## config.mk

```make
export PLATFORM = sky130hd
export DESIGN_NAME = acpi_pm1_register_block_unit_flat
export DESIGN_NICKNAME = d
export VERILOG_FILES = /design/src/design/pm1_pkg.sv /design/src/design/pm1_ifs.sv /design/src/design/acpi_pm1_register_block_unit.sv /design/src/flat_wrapper.sv
export SDC_FILE = /design/constraint.sdc
export NUM_CORES = 1
export LEC_CHECK = 0
export ABC_CLOCK_PERIOD_IN_PS = 2600
export BUFFER_PORTS_ARGS = -buffer_cell sky130_fd_sc_hd__buf_4
export CAP_MARGIN = 5
export CORE_ASPECT_RATIO = 1.75
export CORE_MARGIN = 2
export CORE_UTILIZATION = 40
export CTS_CLUSTER_DIAMETER = 100
export DETAILED_ROUTE_END_ITERATION = 10
export HOLD_SLACK_MARGIN = 0.1
export PLACE_DENSITY_LB_ADDON = 0.2
export SLEW_MARGIN = 10
export SYNTH_ARGS = -nofsm -noshare
export SYNTH_HDL_FRONTEND = slang
export SYNTH_SLANG_ARGS = --single-unit
```

## constraint.sdc

```tcl
create_clock -name clk -period 2.6 [get_ports clk]
set_clock_uncertainty 0.05 [all_clocks]
set_input_delay 0 -clock clk [delete_from_list [all_inputs] [get_ports clk]]
set_output_delay 0 -clock clk [all_outputs]
set_load 0.01 [all_outputs]
```

## src/design/pm1_pkg.sv

```systemverilog
// Package for the PM1a fixed-hardware register block.
// Holds the mode, port offset and power action codes and the register bit masks.
// No dependencies; used by the interfaces and by the top level.
`default_nettype none

package pm1_pkg;

  typedef logic [1:0]  mode_t;
  typedef logic [3:0]  offset_t;
  typedef logic [31:0] word_t;
  typedef logic [1:0]  action_t;
  typedef logic [10:0] status_t;

  localparam mode_t MODE_READ   = 2'd0;
  localparam mode_t MODE_WRITE  = 2'd1;
  localparam mode_t MODE_SLPBTN = 2'd2;
  localparam mode_t MODE_PWRBTN = 2'd3;

  localparam offset_t OFS_SMI     = 4'd0;
  localparam offset_t OFS_CONTROL = 4'd1;
  localparam offset_t OFS_STATUS  = 4'd4;
  localparam offset_t OFS_ENABLE  = 4'd6;
  localparam offset_t OFS_RESET   = 4'd8;

  localparam action_t ACT_NONE     = 2'd0;
  localparam action_t ACT_SHUTDOWN = 2'd1;
  localparam action_t ACT_SUSPEND  = 2'd2;
  localparam action_t ACT_REBOOT   = 2'd3;

  localparam word_t CMD_ACPI_ENABLE  = 32'h0000_00F2;
  localparam word_t CMD_ACPI_DISABLE = 32'h0000_00F1;
  localparam word_t RESET_VALUE      = 32'h0000_0004;

  localparam logic [2:0] SLP_TYP_SHUTDOWN = 3'd7;
  localparam logic [2:0] SLP_TYP_SUSPEND  = 3'd6;
  localparam int         SLP_TYP_LSB      = 10;
  localparam int         SLP_EN_POS       = 13;

  localparam status_t EVT_GBL       = 11'h020;
  localparam status_t EVT_PWRBTN    = 11'h100;
  localparam status_t EVT_SLPBTN    = 11'h200;
  localparam status_t EVT_RTC       = 11'h400;
  localparam status_t EVT_SUPPORTED = EVT_GBL | EVT_PWRBTN | EVT_SLPBTN | EVT_RTC;

  localparam word_t WAKE_ADDRESS_RESET = 32'hFFFF_FFF0;

endpackage

`default_nettype wire

```

## src/design/pm1_ifs.sv

```systemverilog
// Valid/ready channel interfaces for the PM1a register block.
// pm1_req_if carries one access or button event, pm1_rsp_if one result beat.
// Depends on pm1_pkg.
`default_nettype none

interface pm1_req_if;
  logic              valid;
  logic              ready;
  pm1_pkg::mode_t    mode;
  pm1_pkg::offset_t  port_offset;
  pm1_pkg::word_t    write_data;

  modport source (output valid, output mode, output port_offset, output write_data,
                  input ready);
  modport sink   (input valid, input mode, input port_offset, input write_data,
                  output ready);
endinterface

interface pm1_rsp_if;
  logic              valid;
  logic              ready;
  pm1_pkg::word_t    read_data;
  logic              sci_level;
  pm1_pkg::action_t  power_action;
  pm1_pkg::word_t    resume_address;
  logic              button_taken;

  modport source (output valid, output read_data, output sci_level, output power_action,
                  output resume_address, output button_taken, input ready);
  modport sink   (input valid, input read_data, input sci_level, input power_action,
                  input resume_address, input button_taken, output ready);
endinterface

`default_nettype wire

```

## src/design/acpi_pm1_register_block_unit.sv

```systemverilog
// Top level of the PM1a fixed-hardware register block: SMI command, control,
// status, enable and reset ports plus sleep and power button events.
// Depends on pm1_pkg and the channel interfaces in pm1_ifs.sv.
//
//   channel   dir   beat contents
//   req       in    mode, port_offset, write_data
//   rsp       out   read_data, sci_level, power_action, resume_address, button_taken
//   cfg       in    wake_address (write enable and data, no read-back)
//
// For each accepted request beat the register state is updated at the accepting
// edge and the result is captured in the output register in that same edge.
// One beat per cycle is sustained while rsp takes each result; the output register
// lets a new beat in whenever it is empty or being drained in the same cycle.
// A stall on rsp holds the result and blocks req until the result is taken.
// Reset is synchronous; no clearing pass is needed.
`default_nettype none

module acpi_pm1_register_block_unit (
  input  wire                  clk,
  input  wire                  rst,
  pm1_req_if.sink              req,
  pm1_rsp_if.source            rsp,
  input  wire                  cfg_write_en,
  input  wire pm1_pkg::word_t  cfg_write_data
);
  import pm1_pkg::*;

  word_t   wake_address;
  logic    acpi_on, acpi_on_next;
  status_t event_status, event_status_next;
  word_t   event_enable, event_enable_next;
  logic    sci_line, sci_line_next;

  logic    out_valid;
  word_t   read_data, read_data_next;
  logic    sci_level;
  action_t power_action, power_action_next;
  word_t   resume_address, resume_address_next;
  logic    button_taken, button_taken_next;

  logic    accept;
  status_t btn_bit;
  status_t status_cleared;
  logic [2:0] slp_typ;

  assign req.ready = !out_valid || rsp.ready;
  assign accept    = req.valid && req.ready;

  assign slp_typ        = req.write_data[SLP_TYP_LSB +: 3];
  assign status_cleared = event_status & ~(req.write_data[10:0] & EVT_SUPPORTED);
  assign btn_bit        = (req.mode == MODE_SLPBTN) ? EVT_SLPBTN : EVT_PWRBTN;

  always_comb begin
    acpi_on_next        = acpi_on;
    event_status_next   = event_status;
    event_enable_next   = event_enable;
    sci_line_next       = sci_line;
    read_data_next      = '0;
    power_action_next   = ACT_NONE;
    resume_address_next = '0;
    button_taken_next   = 1'b0;

    unique case (req.mode)
      MODE_READ: begin
        case (req.port_offset)
          OFS_SMI:     read_data_next = '0;
          OFS_CONTROL: read_data_next = {31'd0, acpi_on};
          OFS_STATUS:  read_data_next = {21'd0, event_status};
          OFS_ENABLE:  read_data_next = event_enable;
          default:     read_data_next = '1;
        endcase
      end
      MODE_WRITE: begin
        case (req.port_offset)
          OFS_SMI: begin
            if (req.write_data == CMD_ACPI_ENABLE) begin
              acpi_on_next = 1'b1;
            end else if (req.write_data == CMD_ACPI_DISABLE) begin
              acpi_on_next = 1'b0;
            end
          end
          OFS_CONTROL: begin
            if (req.write_data[SLP_EN_POS]) begin
              if (slp_typ == SLP_TYP_SHUTDOWN) begin
                power_action_next = ACT_SHUTDOWN;
              end else if (slp_typ == SLP_TYP_SUSPEND) begin
                power_action_next   = ACT_SUSPEND;
                resume_address_next = wake_address;
              end
            end
          end
          OFS_STATUS: begin
            event_status_next = status_cleared;
            if ((status_cleared & event_enable[10:0]) == '0) begin
              sci_line_next = 1'b0;
            end
          end
          OFS_ENABLE: begin
            event_enable_next = req.write_data;
            if (acpi_on && ((event_status & req.write_data[10:0] & EVT_SUPPORTED) != '0)) begin
              sci_line_next = 1'b1;
            end
          end
          OFS_RESET: begin
            if (req.write_data == RESET_VALUE) begin
              power_action_next = ACT_REBOOT;
            end
          end
          default: begin
          end
        endcase
      end
      MODE_SLPBTN, MODE_PWRBTN: begin
        // A button is latched only with ACPI on and its enable bit set.
        if (acpi_on && ((event_enable[10:0] & btn_bit) != '0)) begin
          event_status_next = event_status | btn_bit;
          sci_line_next     = 1'b1;
          button_taken_next = 1'b1;
        end
      end
    endcase
  end

  always_ff @(posedge clk) begin
    if (rst) begin
      wake_address <= WAKE_ADDRESS_RESET;
      acpi_on      <= 1'b0;
      event_status <= '0;
      event_enable <= '0;
      sci_line     <= 1'b0;
      out_valid    <= 1'b0;
    end else begin
      if (cfg_write_en) begin
        wake_address <= cfg_write_data;
      end
      if (accept) begin
        acpi_on      <= acpi_on_next;
        event_status <= event_status_next;
        event_enable <= event_enable_next;
        sci_line     <= sci_line_next;
        out_valid    <= 1'b1;
      end else if (rsp.ready) begin
        out_valid <= 1'b0;
      end
    end
  end

  always_ff @(posedge clk) begin
    if (accept) begin
      read_data      <= read_data_next;
      sci_level      <= sci_line_next;
      power_action   <= power_action_next;
      resume_address <= resume_address_next;
      button_taken   <= button_taken_next;
    end
  end

  assign rsp.valid          = out_valid;
  assign rsp.read_data      = read_data;
  assign rsp.sci_level      = sci_level;
  assign rsp.power_action   = power_action;
  assign rsp.resume_address = resume_address;
  assign rsp.button_taken   = button_taken;

`ifndef SYNTHESIS
  // With no status bit pending the interrupt line must be low.
  a_sci_needs_status: assert property (@(posedge clk) disable iff (rst)
    (event_status == '0) |-> !sci_line)
    else $error("SCI high with empty status");

  a_taken_raises_sci: assert property (@(posedge clk) disable iff (rst)
    (rsp.valid && rsp.button_taken) |-> rsp.sci_level)
    else $error("button taken without SCI");

  a_resume_only_suspend: assert property (@(posedge clk) disable iff (rst)
    (rsp.valid && (rsp.power_action != ACT_SUSPEND)) |-> (rsp.resume_address == '0))
    else $error("resume address without suspend");

  a_unused_read_ones: assert property (@(posedge clk) disable iff (rst)
    (accept && (req.mode == MODE_READ) && (req.port_offset != OFS_SMI) &&
     (req.port_offset != OFS_CONTROL) && (req.port_offset != OFS_STATUS) &&
     (req.port_offset != OFS_ENABLE)) |=> (rsp.read_data == '1))
    else $error("unused offset read not all ones");

  a_no_taken_when_off: assert property (@(posedge clk) disable iff (rst)
    (accept && !acpi_on) |=> !button_taken)
    else $error("button taken with ACPI off");
`endif

endmodule

`default_nettype wire
```

## src/flat_wrapper.sv

```systemverilog
// flat-port wrapper written by rule: the top's interface ports become plain ports
module acpi_pm1_register_block_unit_flat import pm1_pkg::*;
  (clk, rst, cfg_write_en, cfg_write_data, req_valid, req_mode, req_port_offset, req_write_data, req_ready, rsp_valid, rsp_read_data, rsp_sci_level, rsp_power_action, rsp_resume_address, rsp_button_taken, rsp_ready);
  pm1_req_if req_i ();
  pm1_rsp_if rsp_i ();
  input  wire clk;
  input  wire rst;
  input  wire cfg_write_en;
  input  wire pm1_pkg::word_t cfg_write_data;
  input wire logic [$bits(req_i.valid)-1:0] req_valid;
  input wire logic [$bits(req_i.mode)-1:0] req_mode;
  input wire logic [$bits(req_i.port_offset)-1:0] req_port_offset;
  input wire logic [$bits(req_i.write_data)-1:0] req_write_data;
  output wire logic [$bits(req_i.ready)-1:0] req_ready;
  output wire logic [$bits(rsp_i.valid)-1:0] rsp_valid;
  output wire logic [$bits(rsp_i.read_data)-1:0] rsp_read_data;
  output wire logic [$bits(rsp_i.sci_level)-1:0] rsp_sci_level;
  output wire logic [$bits(rsp_i.power_action)-1:0] rsp_power_action;
  output wire logic [$bits(rsp_i.resume_address)-1:0] rsp_resume_address;
  output wire logic [$bits(rsp_i.button_taken)-1:0] rsp_button_taken;
  input wire logic [$bits(rsp_i.ready)-1:0] rsp_ready;
  assign req_i.valid = req_valid;
  assign req_i.mode = req_mode;
  assign req_i.port_offset = req_port_offset;
  assign req_i.write_data = req_write_data;
  assign req_ready = req_i.ready;
  assign rsp_valid = rsp_i.valid;
  assign rsp_read_data = rsp_i.read_data;
  assign rsp_sci_level = rsp_i.sci_level;
  assign rsp_power_action = rsp_i.power_action;
  assign rsp_resume_address = rsp_i.resume_address;
  assign rsp_button_taken = rsp_i.button_taken;
  assign rsp_i.ready = rsp_ready;
  acpi_pm1_register_block_unit u_core (.clk(clk), .rst(rst), .req(req_i), .rsp(rsp_i), .cfg_write_en(cfg_write_en), .cfg_write_data(cfg_write_data));
endmodule
```

==> results.yml <==
detailed_routing:
  drt_pass1_iterations: 4
  dr.first_iter.drc_count: 267
  vias_per_cell: 4.94
  wl_per_cell_um: 15.1
  wirelength_mm: 13.7
  drcViolationCount: 0
  vias: 4472
  antenna_left: 0
die:
  core_area_sq_um: 13500
  start_util: 0.410
  dieWidth_um: 92.8
  dieHeight_um: 159
  dieArea_sq_um: 14800
  rows: 56
  io_pins: 145
worst_setup_path:
  r2r-start: "u_core.rsp.valid"
  ff2ff_setup_slack_ns: 0.28
  reg2regPathDepth: 8
  critical-path-top-delay-family: "buffers and inverters"
  cp_data_arrival_time_ns: 2.61
  cp_slowest_stage_delay_ns: 0.59
  cp_cell_sequence: "nand2b_1 -> nand2_1 -> clkinvlp_4 -> buf_6 -> and3_1 -> a21oi_1 -> a211oi_1 -> dlygate4sd3_1"
  crit_slowest_cell: "dlygate4sd3_1"
  end_kind: "register"
  required_ns: 2.89
  criticalPathCategory: "reg2reg"
  cp_num_buf_inv: 3
  critPathMaxFanout: 46
  start_kind: "register"
  reg2reg_to: "u_core.event_status[9]"
clock_network:
  numCtsBuffers: 17
  tritoncts: "built"
  clock-root-buffer: "clkbuf_16"
  htree_levels: 4
  clk_latency_ns: 0.40
  clock-sinks: 139
  cts_buffer_depth: 2
  path_clk_slew_ns: 0.06
  postCtsSetupBuffers: 0
synthesis:
  synth_area_sq_um: 5510
  synth_edf_count: 68
  seq_area_frac_synth: 0.628
  ys.flop_type: "dfxtp_1"
  yosysWarningCount: 0
  yosysTopAreaCellShare: 0.370
  async_flop_share: 0
  ys_ff_latch: 139
  synth_area_leaders: "edfxtp_1, dfxtp_1, nand2_1, a21oi_1, a211o_1"
  ys_types: 39
  synth.avg_cell_area_sq_um: 10.9
  synth_most_common_cell: "nand2_1"
  yosysTopAreaCell: "edfxtp_1"
  synth.top_cells.by_count: "nand2_1, dfxtp_1, a21oi_1"
  synth_nets: 581
  syn_inst: 506
sta:
  setup-tns-final_ns: 0
  fmax_mhz: 430
  relSlewSlack: 0.238
  hold_viol_final: 0
  setup-violations-final: 0
  worst_slack_ns: 0.276
  rsz0062_at_grt: "false"
  worst_pin_slew_ns: 1.14
  maxSlewViolCount: 0
  post-route-period-util: 0.894
  layout_min_cycle_time_ns: 2.32
finish:
  drive_gt1_frac: 0.254
  fin_nets: 794
  final.fill_count: 1162
  area_delta_synth_final_pct: 46.8
  diodes: 0
  final_core_util: 0.602
outcome:
  status: "complete, no violations"
global_routing:
  overflow: 0
  grt.total_usage: 0.192
  grt_pass1_vias: 4613
  grt_pass1_wl_mm: 22.1
  antenna_found_initial: 0
  grt_start_max_net_pins: 72
placement:
  dp_slack_ns: 0.554
  dp.final_hpwl_mm: 8.84
  gp_congestion: 0.801
  port_buffers: 144
min_path:
  hold_depth: 3
  holdPathEnd: "u_core.rsp.read_data[15]"
  min_path_type: "in2reg"
  holdCritStartpoint: "req_port_offset[1]"
flow_run:
  maxCapViolCount: 0
pwr:
  p_per_area_nw_per_um2: 673
  p_leak_nw: 3.21
  peakVddDrop_v: 0.000468
[cell usage in the layout, fill, tap and decap left out, drive strengths merged, types with 7 or more instances in the layout]
cell           n
nor2          11
clkbuf        20
a22oi          7
inv            7
nor4           8
nand2        101
a211o         28
nor2b         31
dfxtp         71
dlygate4sd3   78
edfxtp        68
and2          32
buf          150
a21oi         69
[layer usage]
metal	up-vias	GRT usage	part of all wire
met2	136	0.356	0.55
met1	2113	0.206	0.39
met5	-	0	0
met4	0	0.0762	0.014
met3	15	0.0450	0.050
li1	2208	-	-
[cell type report]
type / instances / area, sq um / area share
clock buffers: 20 / 458 / 0.0566
flip-flops and latches: 139 / 3460 / 0.428
multi-input cells: 328 / 1860 / 0.230
inverters: 5 / 22.5 / 0.00278
clock inverters: 12 / 160 / 0.0198
repair buffers: 228 / 1910 / 0.236
well taps: 174 / 218 / 0.0269
[state kept, by name, indices dropped and copies added (netlist names)]
| register | count |
|---|---|
| u_core.acpi_on | 1 |
| u_core.event_enable | 32 |
| u_core.rsp.read_data | 32 |
| u_core.rsp.valid | 1 |
| u_core.event_status | 4 |
| u_core.sci_line | 1 |
| u_core.rsp.resume_address | 32 |
| u_core.rsp.sci_level | 1 |
| u_core.wake_address | 32 |
| u_core.rsp.button_taken | 1 |
| u_core.rsp.power_action | 2 |
[report_power, final]
group	leakage (nW)	switching (mW)	internal (mW)
Clock	0.300	0.916	1.58
Sequential	1.27	0.0330	2.40
Combinational	1.64	0.242	0.281
Total	3.21	1.19	4.26
[stage by stage]
| step | instances | hold WS [ns] | power, mW | instance area, sq um |
|---|---|---|---|---|
| 2_1_floorplan | 506 | 0.0466 | 2.66 | 5520 |
| 3_5_place_dp | 796 | 0.158 | 2.91 | 6690 |
| 6_report | 906 | 0.127 | 5.45 | 8090 |
| 4_1_cts | 906 | 0.106 | 5.51 | 8090 |
| 3_3_place_gp | 796 | 0.153 | 2.91 | 6690 |
| 5_1_grt | 906 | 0.123 | 5.66 | 8090 |
[logic make-up after synthesis]
logic type / count (synthesis) / share of synthesized area
buffers and inverters: 39 / 0.0365
flip-flops: 139 / 0.628
XOR/XNOR: 1 / 0.00159
multiplexers: 6 / 0.0109
AND/OR/NAND/NOR: 207 / 0.194
AO/OA/AOI/OAI: 114 / 0.129
[worst max-delay path by stage]
stage / from / end / slack, ns / depth (start not counted)
2_1_floorplan: u_core.rsp.valid / u_core.event_enable[15] / 0.008 / 8
3_3_place_gp: u_core.rsp.valid / u_core.rsp.resume_address[7] / 0.63 / 5
3_5_place_dp: u_core.rsp.valid / u_core.event_enable[16] / 0.55 / 6
4_1_cts: u_core.rsp.valid / u_core.event_status[8] / 0.13 / 8
5_1_grt: u_core.rsp.valid / u_core.event_status[9] / 0.1 / 8
6_report: u_core.rsp.valid / u_core.event_status[9] / 0.28 / 8
[tightest hold or removal path, cell delays in order]
cell	delay (ns)
buf_4	0.24
nand2_1	0.11
a21oi_1	0.05
[what timing repair did]
item / CTS / global route
hold buffers: 78 / 0
gates resized for setup: 0 / 1
setup endpoints to repair: 0 / 2
hold endpoints to repair: 80 / 0
(Power assumes the default switching activity.)
